$ cat config.mk
export PLATFORM = sky130hd
export DESIGN_NAME = farey_rational_approximation_unit
export DESIGN_NICKNAME = d
export VERILOG_FILES = /design/src/rtl/fra_pkg.sv /design/src/rtl/fra_datapath.sv /design/src/rtl/fra_ctrl.sv /design/src/rtl/farey_rational_approximation_unit.sv
export SDC_FILE = /design/constraint.sdc
export NUM_CORES = 1
export LEC_CHECK = 0
export ABC_AREA = 1
export BUFFER_PORTS_ARGS = -buffer_cell sky130_fd_sc_hd__buf_2
export CAP_MARGIN = 20
export CELL_PAD_IN_SITES_DETAIL_PLACEMENT = 2
export CELL_PAD_IN_SITES_GLOBAL_PLACEMENT = 2
export CORE_ASPECT_RATIO = 1.75
export CORE_MARGIN = 5
export CORE_UTILIZATION = 37
export DETAILED_ROUTE_END_ITERATION = 8
export PLACE_DENSITY = 0.82
export SLEW_MARGIN = 10
export SYNTH_ARGS = -nofsm -noshare
export SYNTH_HDL_FRONTEND = slang
export SYNTH_SLANG_ARGS = --single-unit
$ cat constraint.sdc
create_clock -name clk -period 5.8 [get_ports clk]
set_input_delay 0.87 -clock clk [delete_from_list [all_inputs] [get_ports clk]]
set_output_delay 0.87 -clock clk [all_outputs]
set_load 0.02 [all_outputs]
$ cat src/rtl/fra_pkg.sv
// Shared constants, register codes and control structs of the Farey approximation unit.
package fra_pkg;

  localparam int FRAC_BITS_DEF = 16;
  localparam int DEN_BITS_DEF  = 16;

  localparam int EPS_RESET     = 66;
  localparam int MAX_DEN_RESET = 255;

  localparam int CFG_INDEX_W   = 1;

  typedef enum logic [CFG_INDEX_W-1:0] {
    REG_EPSILON = 1'b0,
    REG_MAX_DEN = 1'b1
  } reg_index_t;

  typedef struct packed {
    logic load;
    logic sum;
    logic step;
    logic decide;
    logic capture;
  } cmd_t;

  typedef struct packed {
    logic walk_on;
    logic accept;
  } status_t;

endpackage

$ cat src/rtl/fra_datapath.sv
// Mediant bounds, running products and the shared add and compare unit.
module fra_datapath #(
  parameter int FRAC_BITS = fra_pkg::FRAC_BITS_DEF,
  parameter int DEN_BITS  = fra_pkg::DEN_BITS_DEF
) (
  input  logic                 clk,
  input  fra_pkg::cmd_t        cmd,
  input  logic [FRAC_BITS:0]   value_x,
  input  logic [FRAC_BITS-1:0] epsilon,
  input  logic [DEN_BITS-1:0]  max_den,
  output fra_pkg::status_t     status,
  output logic [DEN_BITS-1:0]  res_num,
  output logic [DEN_BITS-1:0]  res_den
);

  localparam int BW = DEN_BITS + 1;
  localparam int PW = FRAC_BITS + DEN_BITS + 1;

  logic [BW-1:0] lower_num, lower_den, upper_num, upper_den;
  logic [PW-1:0] x_lower, x_upper, e_lower, e_upper;
  logic [BW-1:0] med_num, med_den;
  logic [PW-1:0] lhs, tol;
  logic [PW-1:0] rhs, diff;
  logic [BW-1:0] lim;
  logic          above;

  assign lim   = {1'b0, max_den};
  assign rhs   = {med_num, {FRAC_BITS{1'b0}}};
  assign above = rhs < lhs;
  assign diff  = above ? (lhs - rhs) : (rhs - lhs);

  assign status.walk_on = (lower_den <= lim) && (upper_den <= lim);
  assign status.accept  = diff < tol;

  always_comb begin
    if (cmd.decide) begin
      if (med_den <= lim) begin
        res_num = med_num[DEN_BITS-1:0];
        res_den = med_den[DEN_BITS-1:0];
      end else if (upper_den > lower_den) begin
        res_num = upper_num[DEN_BITS-1:0];
        res_den = upper_den[DEN_BITS-1:0];
      end else begin
        res_num = lower_num[DEN_BITS-1:0];
        res_den = lower_den[DEN_BITS-1:0];
      end
    end else if (lower_den > lim) begin
      res_num = upper_num[DEN_BITS-1:0];
      res_den = upper_den[DEN_BITS-1:0];
    end else begin
      res_num = lower_num[DEN_BITS-1:0];
      res_den = lower_den[DEN_BITS-1:0];
    end
  end

  always_ff @(posedge clk) begin
    if (cmd.load) begin
      lower_num <= '0;
      lower_den <= {{(BW-1){1'b0}}, 1'b1};
      upper_num <= {{(BW-1){1'b0}}, 1'b1};
      upper_den <= {{(BW-1){1'b0}}, 1'b1};
      x_lower   <= {{(PW-FRAC_BITS-1){1'b0}}, value_x};
      x_upper   <= {{(PW-FRAC_BITS-1){1'b0}}, value_x};
      e_lower   <= {{(PW-FRAC_BITS){1'b0}}, epsilon};
      e_upper   <= {{(PW-FRAC_BITS){1'b0}}, epsilon};
    end else if (cmd.step) begin
      if (above) begin
        lower_num <= med_num;
        lower_den <= med_den;
        x_lower   <= lhs;
        e_lower   <= tol;
      end else begin
        upper_num <= med_num;
        upper_den <= med_den;
        x_upper   <= lhs;
        e_upper   <= tol;
      end
    end
    if (cmd.sum) begin
      med_num <= lower_num + upper_num;
      med_den <= lower_den + upper_den;
      lhs     <= x_lower + x_upper;
      tol     <= e_lower + e_upper;
    end
  end

endmodule

$ cat src/rtl/fra_ctrl.sv
// Sequencer of the mediant walk: load, sum, decide, step, capture.
module fra_ctrl (
  input  logic              clk,
  input  logic              rst,
  input  logic              in_valid,
  input  logic              out_free,
  input  fra_pkg::status_t  status,
  output fra_pkg::cmd_t     cmd,
  output logic              busy
);

  typedef enum logic [2:0] {
    ST_IDLE   = 3'b001,
    ST_SUM    = 3'b010,
    ST_DECIDE = 3'b100
  } state_t;

  state_t state, state_next;

  assign busy = (state != ST_IDLE);

  always_comb begin
    cmd        = '0;
    state_next = state;
    case (state)
      ST_IDLE: begin
        if (in_valid) begin
          cmd.load   = 1'b1;
          state_next = ST_SUM;
        end
      end
      ST_SUM: begin
        if (status.walk_on) begin
          cmd.sum    = 1'b1;
          state_next = ST_DECIDE;
        end else if (out_free) begin
          cmd.capture = 1'b1;
          state_next  = ST_IDLE;
        end
      end
      ST_DECIDE: begin
        cmd.decide = 1'b1;
        if (status.accept) begin
          if (out_free) begin
            cmd.capture = 1'b1;
            state_next  = ST_IDLE;
          end
        end else begin
          cmd.step   = 1'b1;
          state_next = ST_SUM;
        end
      end
      default: begin
        state_next = ST_IDLE;
      end
    endcase
  end

  always_ff @(posedge clk) begin
    if (rst) begin
      state <= ST_IDLE;
    end else begin
      state <= state_next;
    end
  end

endmodule

$ cat src/rtl/farey_rational_approximation_unit.sv
// Top level of the Farey best rational approximation unit.
// Each item x in [0,2) (FRAC_BITS fraction bits) is approximated by a Stern-Brocot
// mediant walk from 0/1 and 1/1; products are kept as running sums, so one add and
// compare unit does each step. An item whose walk forms k mediants spends one sum
// state and one decide state on each; its result goes into the output register in
// the decide state when the last mediant is accepted, and in the sum state once the
// walk stops at the denominator limit; a stalled output holds the capture back.
// k never exceeds twice max_denominator, is about max_denominator for a value near
// zero or at one and above, and is typically a few tens. A new item is taken once the
// previous walk has finished, while its result may still wait in the output register.
module farey_rational_approximation_unit #(
  parameter int FRAC_BITS = fra_pkg::FRAC_BITS_DEF,
  parameter int DEN_BITS  = fra_pkg::DEN_BITS_DEF
) (
  input  logic                                       clk,
  input  logic                                       rst,
  input  logic                                       in_valid,
  output logic                                       in_stall,
  input  logic [FRAC_BITS:0]                         value_x,
  output logic                                       out_valid,
  input  logic                                       out_stall,
  output logic [DEN_BITS-1:0]                        numerator,
  output logic [DEN_BITS-1:0]                        denominator,
  input  logic                                       cfg_write,
  input  logic [fra_pkg::CFG_INDEX_W-1:0]            cfg_index,
  input  logic [(FRAC_BITS > DEN_BITS ? FRAC_BITS : DEN_BITS)-1:0] cfg_data
);

  logic [FRAC_BITS-1:0] epsilon;
  logic [DEN_BITS-1:0]  max_den;
  fra_pkg::cmd_t        cmd;
  fra_pkg::status_t     status;
  logic [DEN_BITS-1:0]  res_num, res_den;
  logic                 out_free;
  logic                 busy;

  assign out_free = !out_valid || !out_stall;
  assign in_stall = busy;

  always_ff @(posedge clk) begin
    if (rst) begin
      epsilon <= FRAC_BITS'(fra_pkg::EPS_RESET);
      max_den <= DEN_BITS'(fra_pkg::MAX_DEN_RESET);
    end else if (cfg_write) begin
      case (fra_pkg::reg_index_t'(cfg_index))
        fra_pkg::REG_EPSILON: epsilon <= cfg_data[FRAC_BITS-1:0];
        fra_pkg::REG_MAX_DEN: max_den <= cfg_data[DEN_BITS-1:0];
        default: begin
        end
      endcase
    end
  end

  fra_ctrl u_ctrl (
    .clk      (clk),
    .rst      (rst),
    .in_valid (in_valid),
    .out_free (out_free),
    .status   (status),
    .cmd      (cmd),
    .busy     (busy)
  );

  fra_datapath #(
    .FRAC_BITS (FRAC_BITS),
    .DEN_BITS  (DEN_BITS)
  ) u_datapath (
    .clk     (clk),
    .cmd     (cmd),
    .value_x (value_x),
    .epsilon (epsilon),
    .max_den (max_den),
    .status  (status),
    .res_num (res_num),
    .res_den (res_den)
  );

  always_ff @(posedge clk) begin
    if (rst) begin
      out_valid <= 1'b0;
    end else if (cmd.capture) begin
      out_valid <= 1'b1;
    end else if (!out_stall) begin
      out_valid <= 1'b0;
    end
  end

  always_ff @(posedge clk) begin
    if (cmd.capture) begin
      numerator   <= res_num;
      denominator <= res_den;
    end
  end

endmodule

# --- Word level (Yosys, flattened, before mapping) ---
# Index checks and enable logic that the tools add are counted.
word_totals:
  inputBits: 39
  ff_bits: 368
  elab_cells: 94
  out_inout_bits: 34
classes:
  bitwise: 2
  order_cmp: 7
  n_eq_ne: 7
  muxes: 38
  add_sub_neg: 6
  n_reduce_logical: 12
op_table:
  columns: ["op", "count"]
  rows:
  - ["$mux 16", 14]
  - ["$mux 17", 6]
  - ["$add 33x33->33", 2]
  - ["$lt 33x33->1", 2]
  - ["$sub 33x33->33", 2]
  - ["$le 17x16->1", 3]
  - ["$add 17x17->17", 2]
  - ["$mux 33", 1]
  - ["$gt 17x16->1", 1]
  - ["$gt 17x17->1", 1]
  - ["$mux 3", 4]
  - ["$reduce_and 2->1", 6]
  - ["$mux 1", 10]
  - ["$pmux 3 s3", 1]
  - ["$ne 2x2->1 const B", 2]
  - ["$reduce_bool 2->1", 2]
  - ["$eq 3x1->1 const B", 1]
  - ["$eq 3x2->1 const B", 1]
  - ["$eq 3x3->1 const B", 1]
  - ["$ne 3x1->1 const B", 1]
  - ["$logic_not 1->1", 2]
  - ["$mux 2", 1]
  - ["$ne 2x1->1 const B", 1]
  - ["$not 1->1", 2]
  - ["other kinds (3)", 3]

# --- Depth between registers and ports, before layout ---
# Gate-level depths: netlist (run 1).
logic_depth:
  word_depth: 7
  ltp_mapped: 36
  ltp_nobuf: 31

# --- Modules after synthesis ---
# A second synthesis (run 1) with hierarchy kept.
hier_totals:
  cells_unflattened: 3525
  hier_area_um2: 25364.3
by_module_without_submodules:
  columns: ["module", "n_inst", "area_each_um2", "seq_area_each_um2", "cells_per_inst"]
  rows:
  - ["fra_datapath", 1, 22889.5, 7667.4, 3279]
  - ["farey_rational_approximation_unit", 1, 2262.2, 1621.6, 208]
  - ["fra_ctrl", 1, 212.7, 60.1, 38]

# --- Least setup slack after synthesis (run 1) ---
# Ideal clock, no wire load.
synth_path:
  path_kind: "register to register"
  from: "register u_datapath.lhs[28]"
  to: "register u_datapath.e_upper[0] (enable)"
  stages_incl_launch_ff: 27
  setup_ns: 0.391
  arrival_time_ns: 4.232
  period_less_slack_ns: 4.623
  n_path_buf: 6
  setup_slack_ns: 1.177
  required_ns: 5.409
  path_cell_list: "edfxtp_1 > inv_1 > ha_1 > buf_2 > a21oi_1 > nand2_1 > a21oi_1 > nand3_1 > nor2_4 > buf_2 > buf_2 > nand2_1 > nand2_1 > inv_1 > ha_1 > nand2_1 > nor2_1 > and2_1 > nand3_1 > nor2_1 > nor2_1 > nand2_1 > buf_2 > nand3_2 > buf_6 > buf_6 > nand2_1"
synth_between:
  elab_chain_len: 7
  word_cells_on_any_way: 10
  classes_between: "2 x add/sub; 2 x order compare; 1 x eq/ne; 3 x mux; 2 x reduce/logical"
synth_rtl:
  columns: ["element", "line", "text"]
  rows:
  - ["start, declared", "fra_datapath.sv:22", "logic [PW-1:0] lhs, tol;"]
  - ["start signal, assigned", "fra_datapath.sv:82", "lhs <= x_lower + x_upper;"]
  - ["$sub 33x33->33 or $lt 33x33->1 (tied branches)", "fra_datapath.sv:30, fra_datapath.sv:29", null]
  - ["$mux 33", "fra_datapath.sv:30", "assign diff = above ? (lhs - rhs) : (rhs - lhs);"]
  - ["$lt 33x33->1", "fra_datapath.sv:33", "assign status.accept = diff < tol;"]
  - ["$mux 1", "fra_ctrl.sv:43", "if (status.accept) begin"]
  - ["$mux 2", "fra_ctrl.sv:25", "case (state)"]
  - ["$reduce_bool 2->1 (no source line)", null, null]
  - ["$reduce_and 2->1 (no source line) (*)", null, null]
  - ["end signal, assigned", "fra_datapath.sv:65", "e_upper <= {{(PW-FRAC_BITS){1'b0}}, epsilon};"]
  - ["end signal, assigned", "fra_datapath.sv:76", "e_upper <= tol;"]
  - ["end, declared", "fra_datapath.sv:20", "logic [PW-1:0] x_lower, x_upper, e_lower, e_upper;"]
# Mark *: on every way between the ends. The rest lies on a longest branch, timed or not.
# A chain may end at the register's enable or synchronous reset.

# --- Final worst setup path (run 1) ---
layout_path:
  from: "register u_datapath.med_num[0]"
  to: "register u_datapath.upper_den[5]"
layout_between:
  elab_chain_len: 6
  word_cells_on_any_way: 9
  classes_between: "2 x add/sub; 2 x order compare; 3 x mux; 1 x bitwise; 1 x reduce/logical"
layout_rtl:
  columns: ["element", "line", "text"]
  rows:
  - ["start, declared", "fra_datapath.sv:21", "logic [BW-1:0] med_num, med_den;"]
  - ["start signal, assigned", "fra_datapath.sv:80", "med_num <= lower_num + upper_num;"]
  - ["$sub 33x33->33 or $lt 33x33->1 (tied branches)", "fra_datapath.sv:30, fra_datapath.sv:29", null]
  - ["$mux 33", "fra_datapath.sv:30", null]
  - ["$lt 33x33->1", "fra_datapath.sv:33", null]
  - ["$mux 1", "fra_ctrl.sv:43", null]
  - ["$mux 2", "fra_ctrl.sv:25", null]
  - ["$reduce_and 2->1 (no source line) (*)", null, null]
  - ["end signal, assigned", "fra_datapath.sv:61", "upper_den <= {{(BW-1){1'b0}}, 1'b1};"]
  - ["end signal, assigned", "fra_datapath.sv:74", "upper_den <= med_den;"]
  - ["end, declared", "fra_datapath.sv:19", "logic [BW-1:0] lower_num, lower_den, upper_num, upper_den;"]
# Marked as above.

==> impl_results.md, run 1 <==
* Outcome: finished, final reports clean
* Congestion Overflow GR at 0
* Layout Cells excl Fill at 4639
* Setup crit start kind: register
* Fin crit share at 0.875
* Vias per cell at 5.48
* Crit end category: register
* Die X-Extent at 211 microns
* GR Util met2 at 0.554
* Max FO, Critical Path at 67
* Post-Syn Area at 0.0260 sq mm
* Port-buffer cells at 72
* First-pass GRT wire length at 167 mm
* Placed Area at 0.0274 sq mm
* Vias in the first global route at 28900
* Fin Setup TNS at 0 ns
* Yosys warning count at 0
* CP Data Required Time at 6.31 ns
* Sequential-to-total area share from yosys stat at 0.359
* Row count at 128
* Max-Cap Viols at 0
* Mapped Cells at 3674
* FF-to-FF Start: u_datapath.med_num[0]
* Setup Viol. Count Final at 0
* Post-synthesis mux area share at 0.000384
* XOR/XNOR share of the synthesized area at 0.0390
* Top cells by count, synth: 958 x nand2_1, 620 x inv_1, 349 x nor2_1
* Unrepaired setup endpoints after global routing: no
* Largest net degree at the start of global routing at 82
* Initial antenna violation count at 1
* Global-route usage over all layers at 0.283
* First drt pass iteration count at 4
* Starting Density at 0.374
* CP max-delay cell: edfxtp_1
* RePlAce Congestion at 0.910
* Core area at 0.0697 sq mm
* TritonCTS clock tree: yes
* 1st-iter DRT viols at 929
* Area Overhead vs Synth at 10.6%
* Leak Pwr at 14.6 nW
* Cell taking the most area after synthesis: edfxtp_1
* Synth Flop Type: edfxtp_1
* Fmax at 197 MHz
* Root buffer cell: clkbuf_16
* Cell mode on critical path: nor2_1
* Syn_nets at 3945
* Worst path bufs/invs at 6
* Tightest Pin Transition at 1.05 ns
* Latest clock arrival within the worst-skew pair at 0.61 ns
* Met1 usage at 0.284
* CTS Buffer Depth at 3
* Pwr dens at 239 mW/mm^2
* HPWL after DPL at 84.0 mm
* HP Class: input pin to register
* Vias at 25400
* EDFF count, synth at 198
* Rel. slew slack at 0.298
* Worst vdd ir at 183 uV
* Compound-Gate Fraction of Synth Area at 0.0993
* Fin crit period at 5.08 ns
* Top cells by area, synth: edfxtp_1 23%, nand2_1 14%, dfxtp_1 13%
* Top-area cell type share of the netlist area at 0.228
* Final worst clock skew at 0.0280 ns
* CP startpoint: u_datapath.med_num[0]
* DIE AREA at 0.0760 sq mm
* Dpl ws at 0.837 ns
* Cts bufs inserted at 40
* CTS H-Tree Depth at 2
* Hold Crit Start: cfg_data[6]
* Drt drc at 0
* Fin area at 0.0288 sq mm
* Met3 Use GR at 0.0267
* Post-route ant nets at 0
* Ratio of cells with drive above 1 in the final layout at 0.0579
* Main combinational cell family by area after synthesis: simple AND/OR/NAND/NOR gates
* Critical path's top delay family: simple AND/OR/NAND/NOR gates
* Post-CTS Hold Buffers at 0
* Ys async rst share at 0
* Post-Synth Adder-Cell Area at 0.113
* Slowest cell delay on critical path at 0.51 ns
* I/O pins at 73
* Post-cts resize count at 0
* Syn avg cell area at 7.09 sq um
* Yosys cell types at 35
* Post-CTS setup buffers at 0
* Avg WL per Cell at 23.8 microns
* Die height at 361 microns
* Clock Pin Slew Worst Setup and Hold Paths at 0.07 ns
* Nets at 3967
* Fin. Hold Viols at 0
* Fin Hold WS at 0.507 ns
* Slack of the critical path at 0.723 ns
* Final Max Tran Viols at 0
* CTS Sinks at 368
* Post-synthesis simple-gate area fraction at 0.275
* Crit Path Class: register to register
* Global route hottest layer: met2
* Post-Route WL at 110 mm
* Register bit total from synthesis at 368
* Count leader, synth: nand2_1
* Critical Path AT at 5.58 ns
* Placed cells at 4564
==> per-layer routing <==
metal	share of wire	wire (microns)	up-vias
li1	-	-	11900
met1	0.36	39700	12800
met2	0.55	60100	494
met3	0.023	2540	298
met4	0.072	7910	2
met5	0.00012	13	-
==> placed cells by master (no fill, tap or decap), types with 3 or more instances in the layout <==
master / count
nand2_1: 954
inv_1: 618
nor2_1: 349
a21oi_1: 246
ha_1: 227
edfxtp_1: 198
nand3_1: 173
dfxtp_1: 170
o21ai_0: 169
nand4_1: 165
xor2_1: 101
buf_2: 72
clkbuf_16: 41
buf_4: 27
inv_2: 25
nor3_1: 24
o21bai_1: 21
a21o_1: 17
a31oi_1: 15
xnor2_1: 15
nand3b_1: 14
clkinv_2: 10
o211ai_1: 8
bufinv_16: 7
buf_12: 7
nor4_1: 6
nand2_2: 5
o31ai_1: 5
fa_1: 5
clkbuf_1: 4
inv_6: 3
nand2_4: 3
o21a_1: 3
clkbuf_8: 3
==> worst min-delay path: cells and delay by family <==
kind	cells	cell delay, ns
simple gates	2	0.12
buf+inv	1	0.09
==> power breakdown <==
| part | leakage [nW] | switching, mW | internal (mW) | total [mW] |
|---|---|---|---|---|
| Clock | 0.714 | 1.26 | 1.67 | 2.93 |
| Sequential | 3.22 | 0.0409 | 2.86 | 2.90 |
| Combinational | 10.7 | 0.765 | 0.294 | 1.06 |
| Total | 14.6 | 2.07 | 4.82 | 6.89 |
==> state kept, by name, summed over array words and instances, names as in the netlist, 17 cells and up <==
| name | count |
|---|---|
| u_datapath.e_lower | 33 |
| u_datapath.e_upper | 33 |
| u_datapath.lhs | 33 |
| u_datapath.tol | 33 |
| u_datapath.x_lower | 33 |
| u_datapath.x_upper | 33 |
| u_datapath.lower_den | 17 |
| u_datapath.lower_num | 17 |
| u_datapath.med_den | 17 |
| u_datapath.med_num | 17 |
| u_datapath.upper_den | 17 |
| u_datapath.upper_num | 17 |
==> layout make-up <==
class / count / area, sq um
fillers: 8407 / 40900
multi-input cells: 2535 / 13700
flip-flops and latches: 368 / 9350
inverters: 645 / 2430
well taps: 910 / 1140
clock buffers: 48 / 1080
repair buffers: 106 / 703
clock inverters: 26 / 362
diodes: 1 / 2.50
==> worst paths after layout <==
| path | to | slack [ns] | depth (start not counted) |
|---|---|---|---|
| min | epsilon[6] | 0.51 | 3 |
| max | u_datapath.upper_den[5] | 0.72 | 26 |
| max reg2reg | u_datapath.upper_den[5] | 0.72 | 26 |
| min reg2reg | epsilon[12] | 0.52 | 2 |
==> logic make-up (layout without fill, tap and decap cells) <==
family,after synthesis,count (layout)
XOR/XNOR,116,116
other,0,1
buffers and inverters,771,825
AND/OR/NAND/NOR,1701,1701
AO/OA/AOI/OAI,485,485
adder cells (fa/ha/maj),232,232
flip-flops,368,368
multiplexers,1,1
==> through the flow <==
stage                     utilization  total power [mW]
after floorplan                     -              3.60
after global routing            0.414              7.13
after detailed placement        0.393              4.00
after CTS                       0.414              6.94
final                           0.414              6.89
after global placement          0.393              3.95
Note: power is estimated with default switching activity, not from simulation.
==> run 2: changes to the inputs <==
Settings changed: ABC_AREA 1 to unset, CORE_UTILIZATION 37 to 40, PLACE_DENSITY 0.82 to 0.81.
==> run 2 against run 1 <==
Compared with the run above:
- the run now ends with setup timing left
- clock power down 11%
- die area down 21%
- largest power group is now registers
- critical endpoint is now u_datapath.e_upper[26]
- highest routed layer is now met4
- setup slack worse by 0.79 ns
- final cell count down 30%
==> impl_results.md, run 2 <==
* Most frequent cells in the layout: 455 x nand2_1, 266 x a21oi_1, 226 x ha_1
* Violated checks: setup timing
* Sequential-to-total area share from yosys stat at 0.424 (+0.0653)
* Rel. slew slack at 0.277 (-0.0201)
* HPWL after DPL at 57.0 mm (-32%)
* Global-route usage over all layers at 0.256 (-0.0276)
* Comb power frac at 0.120 (-0.034)
* Critical Path AT at 6.35 ns (+0.77 ns)
* Starting Density at 0.405 (+0.0310)
* Port-buffer cells at 72 (unchanged)
* Clk pwr share at 0.418 (-0.008)
* Post-synthesis mux area share at 0.0298 (+0.0294)
* Main combinational cell family by area after synthesis: compound AO/OA/AOI/OAI gates
* Die height at 320 microns (-11%)
* RePlAce Congestion at 0.858 (-5.8%)
* Top-area cell type share of the netlist area at 0.270 (+0.0415)
* Cts bufs inserted at 39 (-2.5%)
* Count leader, synth: nand2_1
* CTS Sinks at 368 (unchanged)
* Filler Cells Inserted at 5800 (-31%)
* Latest clock arrival within the worst-skew pair at 0.59 ns (-0.02 ns)
* Worst vdd ir at 237 uV (+29%)
* Drt drc at 0 (unchanged)
* HP Class: register to register
* Vias in the first global route at 21700 (-25%)
* Ys async rst share at 0 (unchanged)
* Util after Layout at 0.462 (+0.0488)
* Post-Route WL at 81.7 mm (-26%)
* 1st-iter DRT viols at 911 (-1.9%)
* Pwr dens at 249 mW/mm^2 (+3.9%)
* Yosys cell types at 69 (+97%)
* Mapped Cells at 2406 (-35%)
* Die X-Extent at 187 microns (-11%)
* Post-CTS Hold Buffers at 0 (unchanged)
* TritonCTS clock tree: yes
* XOR/XNOR share of the synthesized area at 0.0473 (+0.00829)
* Switching Power at 1.69 mW (-18%)
* Top cells by count, synth: 457 x nand2_1, 272 x a21oi_1, 227 x ha_1
* Post-synthesis simple-gate area fraction at 0.143 (-0.132)
* Cell taking the most area after synthesis: edfxtp_1
* Fmax at 170 MHz (-13%)
* CP Data Required Time at 6.29 ns (-0.02 ns)
* Ratio of cells with drive above 1 in the final layout at 0.116 (+0.0579)
* First-pass GRT wire length at 122 mm (-27%)
* Commonest non-fill, non-tap cell in the layout: nand2_1
* Post-route ant nets at 0 (unchanged)
* Syn avg cell area at 9.16 sq um (+29%)
* Post-Syn Area at 0.0220 sq mm (-15%)
* Leak Pwr at 10.8 nW (-26%)
* Fin Hold WS at 0.464 ns (-0.0425 ns)
* I/O pins at 73 (unchanged)
* Tightest Pin Transition at 1.08 ns (+0.0267 ns)
* Sw Ratio at 0.271 (-0.0294)
* Avg WL per Cell at 25.3 microns (+6.6%)
* N_diodes at 0 (-1)
* Fin crit period at 5.87 ns (+0.790 ns)
* Slack of the critical path at -0.0672 ns (-0.790 ns)
* Vias per cell at 5.88 (+7.3%)
* Fin crit share at 1.01 (+0.136)
* Final worst clock skew at 0.0315 ns (+0.00351 ns)
* Area Overhead vs Synth at 14.2%
* Row count at 113 (-12%)
* EDFF count, synth at 198 (unchanged)
* Root buffer cell: clkbuf_16
* Core area at 0.0544 sq mm (-22%)
* Synth Flop Type: edfxtp_1
* Crit Path Class: register to register
* Fin. Hold Viols at 0 (unchanged)
* Setup crit start kind: register
* DIE AREA at 0.0601 sq mm (-21%)
* Congestion Overflow GR at 0 (unchanged)
* Internal at 4.56 mW (-5.4%)
* Dpl ws at -0.159 ns (-0.995 ns)
* Max-Cap Viols at 0 (unchanged)
* Compound-Gate Fraction of Synth Area at 0.176 (+0.0763)
* Outcome: finished, violations left
* Setup Viol. Count Final at 43 (+43)
* Syn_nets at 2677 (-32%)
* First drt pass iteration count at 5 (+1)
* Vias at 19000 (-25%)
* Final Max Tran Viols at 0 (unchanged)
* Largest net degree at the start of global routing at 72 (-12%)
* Register bit total from synthesis at 368 (unchanged)
* Top cells by area, synth: edfxtp_1 27%, dfxtp_1 15%, ha_1 13%
* Max FO, Critical Path at 47 (-30%)
* Crit end category: register
* Yosys warning count at 0 (unchanged)
* Nets at 2778 (-30%)
* Initial antenna violation count at 0 (-1)
* Clock Pin Slew Worst Setup and Hold Paths at 0.07 ns (about the same)
* Post-Synth Adder-Cell Area at 0.133 (+0.0205)
* Reg power frac at 0.461 (+0.040)
* CTS Buffer Depth at 3 (unchanged)
* CTS H-Tree Depth at 2 (unchanged)
-- run 2: changes by cell type after synthesis, sizes merged, moves of 32 or more --
cell	before	now
nand2	962	458
inv	644	161
nor2	352	104
nand3	176	17
nand4	165	25
xnor2	15	85
xor2	101	34
a21o	17	75
o21ai	169	120
buf	77	33
o22ai	0	38
mux2i	1	33
-- run 2: area by class of cell --
class / instances / area [sq um] / share of cell area
multi-input combinational: 1784 / 11900 / 0.471
sequential: 368 / 9350 / 0.371
timing repair buffer: 153 / 1220 / 0.0487
clock buffer: 43 / 1010 / 0.0402
tap: 690 / 863 / 0.0343
inverter: 161 / 604 / 0.0240
clock inverter: 28 / 262 / 0.0104
-- run 2: cell families after synthesis --
group / count (synthesis)
muxes: 62
adders and majority gates: 232
xor gates and xnor gates: 119
and+or+nand+nor: 726
buffers and inverters: 254
DFF: 368
AOI/OAI and AO/OA: 645
-- run 2: path summary, 6_finish.rpt --
path | startpoint | end | slack [ns] | cells past startpoint
min reg2reg | max_den[13] | max_den[13] | 0.46 | 2
min | max_den[13] | max_den[13] | 0.46 | 2
max | u_datapath.lhs[14] | u_datapath.e_upper[26] | -0.07 | 22
max reg2reg | u_datapath.lhs[14] | u_datapath.e_upper[26] | -0.07 | 22
-- run 2: critical path, stage by stage, from the launching register on --
cell      delay (ns)
edfxtp_1        0.47
nor4_1          0.58
nand3_1         0.28
o31a_1          0.38
o211a_1         0.26
o21ai_2         0.18
a211oi_4        0.10
nor2_4          0.13
buf_12          0.14
buf_6           0.14
o41ai_1         0.10
xnor2_1         0.16
ha_1            0.35
nand4_1         0.23
buf_4           0.22
nor4_2          0.49
a21oi_2         0.15
o21bai_4        0.19
and2_1          0.30
and2_2          0.26
buf_12          0.28
nand2_1         0.16
a21oi_1         0.17
-- run 2: metrics by stage --
step	TNS (ns)	power [mW]	cell area, sq um	cells
finish	-0.648	6.26	25200	3227
global route	-22.37	6.45	25200	3227
CTS	0	6.27	24900	3214
detailed placement	-9.81	3.66	23500	3138
global placement	0	3.60	23500	3137
floorplan	0	3.39	22000	2406
-- run 2: what timing repair did --
action | CTS | global route
cloned | 2 | 4
pin swaps | 4 | 20
setup buffers | 3 | 8
resized for setup | 15 | 27
endpoints found under the setup margin | 222 | 216
-- run 2: power by group through the flow --
stage | clock [mW] | sequential [mW] | combinational, mW
floorplan | 0 | 2.93 | 0.465
global placement | 0 | 2.94 | 0.667
finish | 2.62 | 2.89 | 0.753
global route | 2.75 | 2.89 | 0.814
CTS | 2.65 | 2.89 | 0.730
detailed placement | 0 | 2.94 | 0.717
-- run 2: layer usage --
metal	routed length [microns]	part of all wire	track usage
met3	2110	0.026	0.0245
met5	0	0	0
met2	45300	0.55	0.517
met1	29800	0.36	0.259
met4	4510	0.055	0.121
==> run 3: changes to the inputs <==
Settings changed: PLACE_DENSITY 0.81 to unset, PLACE_DENSITY_LB_ADDON set to 0.1.
==> run 3 against run 2 <==
Compared with the run above:
- global-route usage fell by 0.67 points
- clock power rose by 2%
- hold slack got worse by 0.00095 ns
- final cell count fell by 0.12%
- count of clock-buffer cells in the layout rose by 15
- non-clock buffer count fell by 5
- register-to-register slack improved by 0.16 ns
- core utilization fell by 0.085 points
- the flow now finishes without violations
- clock skew fell by 0.012 ns
- setup slack improved by 0.16 ns
==> impl_results.md, run 3 (synthesized netlist as in run 2, its figures left out) <==
* Fmax at 175 MHz (+2.8%)
* Comb power frac at 0.118 (-0.002)
* Vias at 18600 (-2.2%)
* Outcome: finished, final reports clean
* HPWL after DPL at 56.6 mm (-0.78%)
* I/O pins at 73 (unchanged)
* Filler Cells Inserted at 5914 (+2.0%)
* Placed Area at 0.0235 sq mm (about the same)
* Fin. Hold Viols at 0 (unchanged)
* CP startpoint: u_datapath.lhs[5]
* Congestion Overflow GR at 0 (unchanged)
* Fin area at 0.0251 sq mm (-0.18%)
* Die X-Extent at 187 microns (unchanged)
* Fin crit share at 0.984 (-0.0276)
* Cts bufs inserted at 39 (unchanged)
* Critical Path AT at 5.98 ns (-0.37 ns)
* Area Overhead vs Synth at 14.0%
* Slack of the critical path at 0.0928 ns (+0.160 ns)
* RePlAce Congestion at 0.841 (-1.9%)
* Clock Pin Slew Worst Setup and Hold Paths at 0.07 ns (about the same)
* Internal at 4.65 mW (+1.8%)
* Max-Cap Viols at 0 (unchanged)
* Setup crit start kind: register
* Tightest Pin Transition at 1.07 ns (-0.00943 ns)
* Sw Ratio at 0.262 (-0.00888)
* Fin Hold WS at 0.463 ns (-0.000952 ns)
* Switching Power at 1.65 mW (-2.7%)
* Post-route ant nets at 0 (unchanged)
* Core area at 0.0544 sq mm (unchanged)
* Die height at 320 microns (unchanged)
* Final Max Tran Viols at 0 (unchanged)
* Util after Layout at 0.462 (-0.000851)
* Vias in the first global route at 21200 (-2.2%)
* Slowest cell delay on critical path at 0.62 ns (+0.04 ns)
* Reg power frac at 0.458 (-0.003)
* Crit end category: register
* Commonest non-fill, non-tap cell in the layout: nand2_1
* Met3 Use GR at 0.0252 (+0.000762)
* Largest net degree at the start of global routing at 72 (unchanged)
* Power after layout at 6.29 mW (+0.60%)
* Post-Route WL at 77.9 mm (-4.6%)
* CTS Buffer Depth at 3 (unchanged)
* FF-to-FF Start: u_datapath.lhs[5]
* Global-route usage over all layers at 0.249 (-0.00670)
* TritonCTS clock tree: yes
* Dpl ws at -0.175 ns (-0.0166 ns)
* Rel. slew slack at 0.286 (+0.00857)
* Met1 usage at 0.254 (-0.00448)
* Final worst clock skew at 0.0197 ns (-0.0117 ns)
* First drt pass iteration count at 5 (unchanged)
* CP Cell Sequence: or3_4 > or4b_4 > o31a_1 > o211a_1 > o21ai_2 > a211oi_2 > buf_4 > nor2_4 > buf_12 > mux2i_4 > xnor2_2 > ha_1 > a21o_1 > a21o_1 > a21oi_4 > o2111ai_2 > a21oi_2 > o21bai_4 > or3_4 > nor3b_2 > a41o_4 > clkbuf_16
* Latest clock arrival within the worst-skew pair at 0.57 ns (-0.02 ns)
* CTS Sinks at 368 (unchanged)
* Nets at 2773 (-0.18%)
* Port-buffer cells at 72 (unchanged)
* DIE AREA at 0.0601 sq mm (unchanged)
* Placed cells at 3137 (-0.032%)
* Vias per cell at 5.76 (-2.1%)
* Leak Pwr at 10.8 nW (-0.18%)
* Max FO, Critical Path at 8 (-83%)
* Initial antenna violation count at 0 (unchanged)
* Pwr dens at 251 mW/mm^2 (+0.78%)
* Row count at 113 (unchanged)
* First-pass GRT wire length at 119 mm (-3.0%)
* Crit Path Class: register to register
* Fin Setup TNS at 0 ns (+0.648 ns)
* GR Util met2 at 0.499 (-0.0180)
* Global route hottest layer: met2
* Hold Crit Start: epsilon[10]
* Avg WL per Cell at 24.2 microns (-4.5%)
* Worst vdd ir at 169 uV (-29%)
* CTS H-Tree Depth at 2 (unchanged)
* 1st-iter DRT viols at 709 (-22%)
* Drt drc at 0 (unchanged)
* N_diodes at 0 (unchanged)
* Setup Viol. Count Final at 0 (-100%)
* Layout Cells excl Fill at 3223 (-0.12%)
* CP max-delay cell: or4b_4
* Starting Density at 0.405 (unchanged)
* Clk pwr share at 0.424 (+0.006)
* Fin crit period at 5.71 ns (-0.160 ns)
* Root buffer cell: clkbuf_16
* HP Class: register to register
* CP Data Required Time at 6.07 ns (-0.22 ns)
* Most frequent cells in the layout: 455 x nand2_1, 268 x a21oi_1, 226 x ha_1
* Ratio of cells with drive above 1 in the final layout at 0.111 (-0.00455)
==> run 3: changes by cell type in the layout (fill, tap and decap cells not counted), moves of 3 or more <==
cell       before  now
clkbuf_8        0    3
clkinv_2        7    1
clkbuf_1        3   12
clkbuf_16      43   46
clkinv_1        9    4
a211oi_4        3    0
a21oi_2         6    3
==> run 3: worst max-delay path: cells and delay by family (launching register included) <==
kind / cells / cell delay (ns)
AOI/OAI and AO/OA: 11 / 2.05
and+or+nand+nor: 5 / 1.77
buffers and inverters: 3 / 0.53
DFF: 1 / 0.39
adders and majority gates: 1 / 0.26
muxes: 1 / 0.25
xor gates and xnor gates: 1 / 0.13
==> run 3: power groups by stage <==
stage	clock, mW	combinational (mW)	sequential [mW]
global route	2.83	0.808	2.89
detailed placement	0	0.717	2.94
CTS	2.74	0.732	2.88
finish	2.67	0.740	2.88
floorplan	0	0.465	2.93
global placement	0	0.678	2.93
==> run 3: worst paths after layout <==
| check | end | slack [ns] | cells after the start |
|---|---|---|---|
| worst max register to register | numerator[2] | 0.09 | 22 |
| worst min-delay path | epsilon[10] | 0.46 | 2 |
| worst min register to register | epsilon[10] | 0.46 | 2 |
| worst max-delay path | numerator[2] | 0.09 | 22 |
==> run 3: metal layers <==
metal | vias to the layer above | share of wire
met4 | 0 | 0.057
li1 | 8667 | -
met5 | - | 0
met1 | 9367 | 0.37
met3 | 192 | 0.024
met2 | 332 | 0.55
==> run 3: timing repair <==
action | CTS | global route
hold buffers | 0 | 0
cloned | 0 | 4
resized for setup | 5 | 29
buffers inserted | 0 | 9
setup endpoints to repair | 233 | 232
pin swaps | 0 | 16
==> run 3: layout make-up <==
cell class | instances | area (sq um) | share of cell area
clock buffers | 58 | 1160 | 0.0463
clock inverters | 14 | 165 | 0.00657
inverters | 161 | 604 | 0.0241
multi-input cells | 1784 | 11800 | 0.471
flip-flops and latches | 368 | 9350 | 0.372
well taps | 690 | 863 | 0.0344
repair buffers | 148 | 1150 | 0.0458
